File: config.mk
export PLATFORM = sky130hd
export DESIGN_NAME = lru_frame_replacer
export DESIGN_NICKNAME = d
export VERILOG_FILES = /design/src/design/lfr_pkg.sv /design/src/design/lru_frame_replacer.sv
export SDC_FILE = /design/constraint.sdc
export NUM_CORES = 1
export LEC_CHECK = 0
export BUFFER_PORTS_ARGS = -buffer_cell sky130_fd_sc_hd__buf_2
export CAP_MARGIN = 20
export CORE_ASPECT_RATIO = 1.75
export CORE_MARGIN = 8
export CORE_UTILIZATION = 60
export CTS_BUF_LIST = sky130_fd_sc_hd__clkbuf_2 sky130_fd_sc_hd__clkbuf_4 sky130_fd_sc_hd__clkbuf_8
export CTS_CLUSTER_SIZE = 28
export DETAILED_ROUTE_END_ITERATION = 6
export PLACE_DENSITY_LB_ADDON = 0.08
export SLEW_MARGIN = 10
export SYNTH_ARGS = -nofsm -noshare
export SYNTH_HDL_FRONTEND = slang
export SYNTH_SLANG_ARGS = --single-unit
File: constraint.sdc
create_clock -name clk -period 5.45 [get_ports clk]
set_clock_uncertainty 0.1 [all_clocks]
set_input_delay 0.2725 -clock clk [delete_from_list [all_inputs] [get_ports clk]]
set_output_delay 0.2725 -clock clk [all_outputs]
set_load 0.02 [all_outputs]
File: src/design/lfr_pkg.sv
// Package for the LRU frame replacer: field widths, reset constants, op codes.
// No dependencies; imported by the top level and its checker.
`default_nettype none

package lfr_pkg;

    localparam int ID_W           = 6;   // frame id field
    localparam int COUNT_W        = 7;   // count result field
    localparam int CAP_W          = 7;   // capacity register
    localparam int NUM_FRAMES_DEF = 64;

    localparam logic [CAP_W-1:0] CAP_RESET = 7'd64;

    typedef enum logic [1:0] {
        OP_VICTIM = 2'd0,
        OP_PIN    = 2'd1,
        OP_UNPIN  = 2'd2,
        OP_NONE   = 2'd3
    } op_t;

endpackage

`default_nettype wire

File: src/design/lru_frame_replacer.sv
// LRU frame replacer: chain of id cells with parallel compare, oldest in cell 0.
// Depends on lfr_pkg (widths, op codes, reset constants).
//
//   channel  | ports                                  | handshake
//   ---------+----------------------------------------+-------------------------
//   request  | op, frame_num                          | start & !busy at clk edge
//   result   | ok, victim_frame, count                | done, one cycle, no stall
//   config   | cfg_wdata (capacity)                   | cfg_we at clk edge
//
// Throughput is one item per cycle; each request passes the request register,
// then one compare/shift pass across all cells into the result register.
// busy never rises: no item's pass holds up the next request.
// rst_n clears the request/result valids, the count, the cell valid vector and
// sets capacity to 64; cell ids are not reset (read only from valid cells).
// The receiver cannot stall: done pulses for exactly one cycle per item.
`default_nettype none

module lru_frame_replacer
    import lfr_pkg::*;
#(
    parameter int NUM_FRAMES = NUM_FRAMES_DEF
)
(
    input  wire logic               clk,
    input  wire logic               rst_n,
    input  wire logic               start,
    output logic                    busy,
    input  wire logic [1:0]         op,
    input  wire logic [ID_W-1:0]    frame_num,
    input  wire logic               cfg_we,
    input  wire logic [CAP_W-1:0]   cfg_wdata,
    output logic                    done,
    output logic                    ok,
    output logic [ID_W-1:0]         victim_frame,
    output logic [COUNT_W-1:0]      count
);

    // Count must hold NUM_FRAMES itself; compares run at the wider of it and capacity.
    localparam int CNT_W = $clog2(NUM_FRAMES + 1);
    localparam int CMP_W = (CNT_W > CAP_W) ? CNT_W : CAP_W;

    // Request register
    logic             in_valid_reg;
    op_t              op_reg;
    logic [ID_W-1:0]  fid_reg;

    // Cell chain and bookkeeping. valid_reg is a thermometer: cells 0..cnt-1.
    logic [ID_W-1:0]       cell_id_reg  [NUM_FRAMES];
    logic [ID_W-1:0]       cell_id_next [NUM_FRAMES];
    logic [NUM_FRAMES-1:0] valid_reg;
    logic [NUM_FRAMES-1:0] valid_next;
    logic [CNT_W-1:0]      cnt_reg;
    logic [CNT_W-1:0]      cnt_next;
    logic [CAP_W-1:0]      cap_reg;

    // Result register
    logic                  done_reg;
    logic                  ok_reg;
    logic [ID_W-1:0]       victim_reg;
    logic [COUNT_W-1:0]    count_reg;

    // Per-cell compare and "at or after the hit" mask
    logic [NUM_FRAMES-1:0] match;
    logic [NUM_FRAMES-1:0] at_or_after;
    logic [NUM_FRAMES-1:0] shift_mask;
    logic                  hit;
    logic                  room;
    logic                  do_victim;
    logic                  do_pin;
    logic                  do_unpin;

    assign busy = 1'b0;

    always_comb
    begin
        for (int i = 0; i < NUM_FRAMES; i++)
        begin
            match[i] = valid_reg[i] && (cell_id_reg[i] == fid_reg);
        end
    end

    // Ids are unique in the chain, so at most one match bit is set.
    always_comb
    begin
        at_or_after[0] = match[0];
        for (int i = 1; i < NUM_FRAMES; i++)
        begin
            at_or_after[i] = at_or_after[i-1] | match[i];
        end
    end

    assign hit  = |match;
    assign room = (CMP_W'(cnt_reg) < CMP_W'(cap_reg)) &&
                  (cnt_reg < CNT_W'(NUM_FRAMES));

    assign do_victim = in_valid_reg && (op_reg == OP_VICTIM) && (cnt_reg != '0);
    assign do_pin    = in_valid_reg && (op_reg == OP_PIN) && hit;
    assign do_unpin  = in_valid_reg && (op_reg == OP_UNPIN) && !hit && room;

    // Removal shifts every cell from the removed one upward down by one.
    assign shift_mask = {NUM_FRAMES{do_victim}} | ({NUM_FRAMES{do_pin}} & at_or_after);

    genvar g;
    generate
        for (g = 0; g < NUM_FRAMES; g++)
        begin : g_cell
            logic [ID_W-1:0] upper_id;
            if (g < NUM_FRAMES - 1)
            begin : g_mid
                assign upper_id = cell_id_reg[g+1];
            end
            else
            begin : g_top
                // Top cell drops out of the valid range on removal; keep it.
                assign upper_id = cell_id_reg[g];
            end

            always_comb
            begin
                if (shift_mask[g])
                begin
                    cell_id_next[g] = upper_id;
                end
                else if (do_unpin && (cnt_reg == CNT_W'(g)))
                begin
                    cell_id_next[g] = fid_reg;   // newest goes right after the tail
                end
                else
                begin
                    cell_id_next[g] = cell_id_reg[g];
                end
            end
        end
    endgenerate

    always_comb
    begin
        valid_next = valid_reg;
        cnt_next   = cnt_reg;
        if (do_victim || do_pin)
        begin
            valid_next = valid_reg >> 1;
            cnt_next   = cnt_reg - CNT_W'(1);
        end
        else if (do_unpin)
        begin
            valid_next = {valid_reg[NUM_FRAMES-2:0], 1'b1};
            cnt_next   = cnt_reg + CNT_W'(1);
        end
    end

    // Cell ids: payload, no reset
    always_ff @(posedge clk)
    begin
        cell_id_reg <= cell_id_next;
    end

    // Request and result payload
    always_ff @(posedge clk)
    begin
        if (start && !busy)
        begin
            op_reg  <= op_t'(op);
            fid_reg <= frame_num;
        end
        victim_reg <= do_victim ? cell_id_reg[0] : '0;
        count_reg  <= COUNT_W'(cnt_next);
    end

    // Control state
    always_ff @(posedge clk or negedge rst_n)
    begin
        if (!rst_n)
        begin
            in_valid_reg <= 1'b0;
            done_reg     <= 1'b0;
            ok_reg       <= 1'b0;
            valid_reg    <= '0;
            cnt_reg      <= '0;
            cap_reg      <= CAP_RESET;
        end
        else
        begin
            in_valid_reg <= start && !busy;
            done_reg     <= in_valid_reg;
            ok_reg       <= do_victim;
            valid_reg    <= valid_next;
            cnt_reg      <= cnt_next;
            if (cfg_we)
            begin
                cap_reg <= cfg_wdata;
            end
        end
    end

    assign done         = done_reg;
    assign ok           = ok_reg;
    assign victim_frame = victim_reg;
    assign count        = count_reg;

endmodule

`default_nettype wire

### Yosys cells after proc, flatten, opt, wreduce, memory -nomap -nowiden

Cells that the tools add are included.

| storage, ports and cells | value |
|---|---|
| bits of input ports | 19 |
| bits in registers | 486 |
| logic and storage cells | 610 |
| output and inout bits | 16 |

| operators by class | value |
|---|---|
| add/subtract/negate cells | 2 |
| equal/unequal tests | 129 |
| reductions and logical operators | 207 |
| bitwise operators | 66 |
| magnitude comparators | 2 |
| mux-type cells | 130 |

Operators with widths:

| operator | count |
|---|---|
| 6-bit two-way mux | 126 |
| 6-bit equality test | 64 |
| 7-bit by 6-bit equality test with 1-bit output, second input constant | 32 |
| 1-bit logical AND | 136 |
| 64-bit two-way mux | 2 |
| 2-bit nonzero test | 64 |
| 7-bit by 5-bit equality test with 1-bit output, second input constant | 16 |
| 64-bit AND | 1 |
| 64-bit OR | 1 |
| 64-bit OR reduction | 1 |
| 1-bit OR | 63 |
| 7-bit by 4-bit equality test with 1-bit output, second input constant | 8 |
| 7-bit by 3-bit equality test with 1-bit output, second input constant | 4 |
| 7-bit by 2-bit equality test with 1-bit output, second input constant | 2 |
| 7-bit two-way mux | 2 |
| 7-bit by 1-bit adder with 7-bit output, second input constant | 1 |
| 7-bit by 1-bit equality test with 1-bit output, second input constant | 1 |
| 7-bit logical NOT | 1 |
| 7-bit less-than comparator | 1 |
| 7-bit less-than comparator, second input constant | 1 |
| 7-bit nonzero test | 1 |
| 7-bit by 1-bit subtractor with 7-bit output, second input constant | 1 |
| 2-bit by 1-bit equality test with 1-bit output, second input constant | 1 |
| 2-bit equality test, second input constant | 1 |
| other kinds (5) | 5 |

### Longest topological paths before layout

| depth | value |
|---|---|
| depth in word-level cells | 69 |
| gate-level depth with buffers | 17 |
| gate-level depth less buffers | 12 |

### Least setup slack after synthesis

OpenSTA, ideal clock, no wires.

| timing path | value |
|---|---|
| path type | register to register |
| start | reg fid_reg[1] |
| end | reg cell_id_reg (netlist bit g_cell[14].upper_id[0]), enable pin |
| path slack | 1.579 ns |
| path buffers | 4 |
| library setup time | 0.377 ns |
| clock period less this slack | 3.871 ns |
| cell stages (with the launch flop) | 15 |
| arrival | 3.394 ns |
| required time | 4.973 ns |
| cell sequence | edfxtp_1 buf_4 buf_6 xnor2_1 nand4_1 nor4_1 nor4_1 nand3_1 nor4_1 nand3_1 a311o_1 or3_1 clkbuf_1 clkbuf_1 o21ai_0 |

| on the way | value |
|---|---|
| word-level cells in the longest chain between the ends | 20 |
| elaborated cells between the ends (all ways) | 152 |
| those cells by class | eq/ne (64); bitwise (17); reduce/logical (71) |

Ends and longest elaborated chain:

| item | RTL line | RTL |
|---|---|---|
| from (decl) | lru_frame_replacer.sv:45 | `logic [ID_W-1:0] fid_reg;` |
| from (signal assigned) | lru_frame_replacer.sv:164 | `fid_reg <= frame_num;` |
| 6-bit equality test | lru_frame_replacer.sv:78 | `match[i] = valid_reg[i] && (cell_id_reg[i] == fid_reg);` |
| 1-bit logical AND | lru_frame_replacer.sv:78 |  |
| 1-bit OR (15 in a row) | lru_frame_replacer.sv:88 | `at_or_after[i] = at_or_after[i-1] \| match[i];` |
| 64-bit AND | lru_frame_replacer.sv:101 | `assign shift_mask = {NUM_FRAMES{do_victim}} \| ({NUM_FRAMES{do_pin}} & at_or_after);` |
| 64-bit OR | lru_frame_replacer.sv:101 |  |
| 2-bit nonzero test (no line) * | - |  |
| to (signal assigned) | lru_frame_replacer.sv:155 | `cell_id_reg <= cell_id_next;` |
| to (decl) | lru_frame_replacer.sv:48 | `logic [ID_W-1:0] cell_id_reg [NUM_FRAMES];` |

Every way passes the cells marked *; elsewhere a longest branch is shown, timed or not.
A chain may end at the register's enable or synchronous reset.

### Worst setup path after layout

| timing path | value |
|---|---|
| start | reg fid_reg[5] |
| end | reg cell_id_reg (netlist bit g_cell[8].upper_id[1]), enable pin |

| on the way | value |
|---|---|
| word-level cells in the longest chain between the ends | 14 |
| elaborated cells between the ends (all ways) | 146 |
| those cells by class | eq/ne (64); bitwise (11); reduce/logical (71) |

Ends and longest elaborated chain:

| item | RTL line |
|---|---|
| 6-bit equality test | lru_frame_replacer.sv:78 |
| 1-bit logical AND | lru_frame_replacer.sv:78 |
| 1-bit OR (9 in a row) | lru_frame_replacer.sv:88 |
| 64-bit AND | lru_frame_replacer.sv:101 |
| 64-bit OR | lru_frame_replacer.sv:101 |
| 2-bit nonzero test (no line) * | - |

Marks and branches as above.

==> results.sh <==
export IMPL_status="completed"
export IMPL_dieArea_mm2=0.0513
export IMPL_crit_path_max_fanout=44
export IMPL_ctsResizeCount=0
export IMPL_grt_max_degree=60
export IMPL_coreArea_mm2=0.0439
export IMPL_rows=102
export IMPL_ys_flop_type="edfxtp_1"
export IMPL_internal_power_mw=6.69
export IMPL_drv_slew=0
export IMPL_numClockSinks=486
export IMPL_crit_required_ps=5590
export IMPL_p_leak_nw=10.6
export IMPL_numCtsBuffers=75
export IMPL_ir_drop_v=0.000232
export IMPL_worstReg2RegStart="fid_reg[5]$_DFFE_PP_"
export IMPL_synth_cell_type_count=62
export IMPL_syn_inst=2013
export IMPL_ys_seq_area_share_pct=53.2
export IMPL_synth_cell_area_mm2=0.0264
export IMPL_synth_seq_cells=486
export IMPL_drt_iter0_markers=793
export IMPL_ios=35
export IMPL_die_height_um=294
export IMPL_ff2ff_path_depth=10
export IMPL_place_gp_congestion=0.867
export IMPL_hold_path_class="in -> async"
export IMPL_worstSetupPathType="reg -> reg"
export IMPL_grt_overflow=0
export IMPL_cts_buffer_depth=3
export IMPL_vias=16400
export IMPL_synth_async_reset_ratio_pct=16.7
export IMPL_root_buffer="clkbuf_8"
export IMPL_postSynthAreaPerCell_um2=13.1
export IMPL_insertion_delay_ps=640
export IMPL_drc=0
export IMPL_worstMarginPinSlew_ps=981
export IMPL_grt_pass1_vias=17700
export IMPL_layout_drive_gt1_share_pct=29.8
export IMPL_finalCritPeriodShare_pct=95.1
export IMPL_io_buffers=33
export IMPL_pwr_share_comb_pct=16.5
export IMPL_seqPwrFrac_pct=47.4
export IMPL_antenna_left=0
export IMPL_dp_hpwl_um=45800
export IMPL_wirelength_um=65000
export IMPL_yosysWarnings=0
export IMPL_clkPwrFrac_pct=36.1
export IMPL_wire_per_inst_um=23.8
export IMPL_cp_arrival_ps=5320
export IMPL_rsz0062_at_grt="false"
export IMPL_fillers=3254
export IMPL_net_switching_power_mw=2.54
export IMPL_tritoncts="yes"
export IMPL_die_w_um=175
export IMPL_r2r_end="g_cell[8].upper_id[1]$_DFFE_PP_"
export IMPL_setup_viol=0
export IMPL_fmax_mhz=193
export IMPL_hold_slack_ps=23.1
export IMPL_min_period_ps=5180
export IMPL_sw_frac_of_total_pct=27.5
export IMPL_slew_headroom_pct=34.0
export IMPL_grt_usage_pct=25.4
export IMPL_detail_route_vias_per_cell=6.00
export IMPL_hold_viol=0
export IMPL_setup_tns_final_ps=0
export IMPL_largest_reg_flops=378
export IMPL_first_pass_iters=6
export IMPL_initial_utilization_pct=60.2
export IMPL_cts_max_level=3
export IMPL_antenna_found_initial=2
export IMPL_syn_nets=2042
export IMPL_cp_end_kind="flop"
export IMPL_area_growth_pct=11.0
export IMPL_cap_violations=0
export IMPL_power_density_mw_per_mm2=314
export IMPL_startpoint_type="flop"
export IMPL_grt_pass1_wl_um=100000
export IMPL_rrSetupSlack_ps=270
export IMPL_synth_edf_count=392
export IMPL_cts_reportedPaths_clkPinSlew_ps=70
export IMPL_fin_nets=2130
[worst max-delay path by stage]
stage	start	to	cells past startpoint
after floorplan	fid_reg[1]$_DFFE_PP_	g_cell[14].upper_id[0]$_DFFE_PP_	14
after global routing	fid_reg[5]$_DFFE_PP_	g_cell[8].upper_id[0]$_DFFE_PP_	11
after global placement	fid_reg[1]$_DFFE_PP_	g_cell[8].upper_id[2]$_DFFE_PP_	11
after detailed placement	fid_reg[1]$_DFFE_PP_	g_cell[8].upper_id[1]$_DFFE_PP_	11
final	fid_reg[5]$_DFFE_PP_	g_cell[8].upper_id[1]$_DFFE_PP_	10
after CTS	fid_reg[0]$_DFFE_PP_	g_cell[8].upper_id[1]$_DFFE_PP_	11
[placed cells by master (no fill, tap or decap), types with 11 or more instances in the layout]
cell type	synthesis	layout
clkbuf_8	0	87
inv_1	20	20
nor4_1	59	59
mux2i_1	65	65
o21ai_0	97	97
dlygate4sd3_1	0	30
o21ai_2	11	11
xnor2_1	196	196
mux2_2	339	339
mux2_1	40	40
nand2_1	105	105
buf_4	29	71
edfxtp_1	392	392
dfxtp_1	13	13
dfrtp_1	80	80
clkbuf_4	0	29
nand4_1	69	69
xor2_1	193	193
o21bai_1	15	15
nor2_1	24	24
buf_2	24	32
buf_12	0	16
o21ai_1	18	18
[power by group through the flow]
stage / logic (mW) / registers, mW / clock network, mW
2_1_floorplan: 0.993 / 4.43 / 0
3_3_place_gp: 1.45 / 4.44 / 0
3_5_place_dp: 1.49 / 4.45 / 0
4_1_cts: 1.51 / 4.37 / 3.39
5_1_grt: 1.62 / 4.38 / 3.54
6_report: 1.52 / 4.37 / 3.33
[cells in the mapped netlist (9+ instances only)]
cell	instances	area share, %
mux2_1	40	1.7
dfrtp_1	80	7.6
buf_4	29	0.82
xor2_1	193	6.4
o21ai_1	18	0.34
o21ai_0	97	1.8
buf_2	24	0.45
o21ai_2	11	0.36
nor4_1	59	1.4
nor3_1	9	0.17
inv_1	20	0.28
ha_1	10	0.47
dfxtp_1	13	0.98
nand2_1	105	1.5
xnor2_1	196	6.5
nand4_1	69	1.6
mux2_2	339	14
nor2_1	24	0.34
mux2i_1	65	2.5
clkbuf_1	64	0.91
edfxtp_1	392	45
a21oi_2	10	0.33
buf_6	16	0.68
o21bai_1	15	0.43
[area by class of cell]
cell class | instances | area, um^2 | share of cell area [%]
sequential | 486 | 14100 | 47.9
multi-input combinational | 1369 | 11500 | 39.3
clock buffer | 116 | 1420 | 4.82
timing repair buffer | 149 | 1310 | 4.48
tap | 572 | 716 | 2.44
clock inverter | 23 | 224 | 0.764
inverter | 20 | 75.1 | 0.256
antenna | 1 | 2.50 | 0.00853
[through the flow]
step	instances	instance area, um^2	util, %	setup slack [ps]	total power [mW]
6_report	2736	29300	66.8	267	9.22
5_1_grt	2736	29300	66.8	161	9.55
4_1_cts	2735	29300	66.8	279	9.27
3_5_place_dp	2566	27400	62.4	306	5.93
3_3_place_gp	2566	27400	62.4	386	5.89
2_1_floorplan	2013	26400	-	1580	5.42
[worst max-delay path, cell delays in order (launching register included)]
cell      delay (ps)
edfxtp_1         580
buf_12           320
xor2_1           170
nor4_1            90
nor3_1           310
nand4b_1         250
nor4_1           890
nand3_1          190
a311o_2          410
or3_1            610
o21ai_0          820
[timing repair]
| action | CTS | global route |
|---|---|---|
| setup buffers | 0 | 0 |
| hold buffers | 30 | 0 |
| endpoints found under the hold margin | 46 | 0 |
[logic make-up (layout without fill, tap and decap cells)]
| family | count (synthesis) | in the layout | share of synthesized area, % |
|---|---|---|---|
| adder cells (fa/ha/maj) | 10 | 10 | 0.473 |
| buffers and inverters | 158 | 308 | 3.22 |
| multiplexers | 444 | 444 | 18.6 |
| other | 1 | 2 | 0.0142 |
| XOR/XNOR | 389 | 389 | 12.9 |
| AND/OR/NAND/NOR | 328 | 328 | 6.68 |
| AO/OA/AOI/OAI | 197 | 197 | 4.91 |
| flip-flops | 486 | 486 | 53.2 |
[metal layers]
metal	track usage, %	share of wire, %
met3	3.88	4.0
met4	16.3	6.4
met2	47.4	55
met1	25.9	35
met5	0	0
Note: power is estimated with default switching activity, not from simulation.
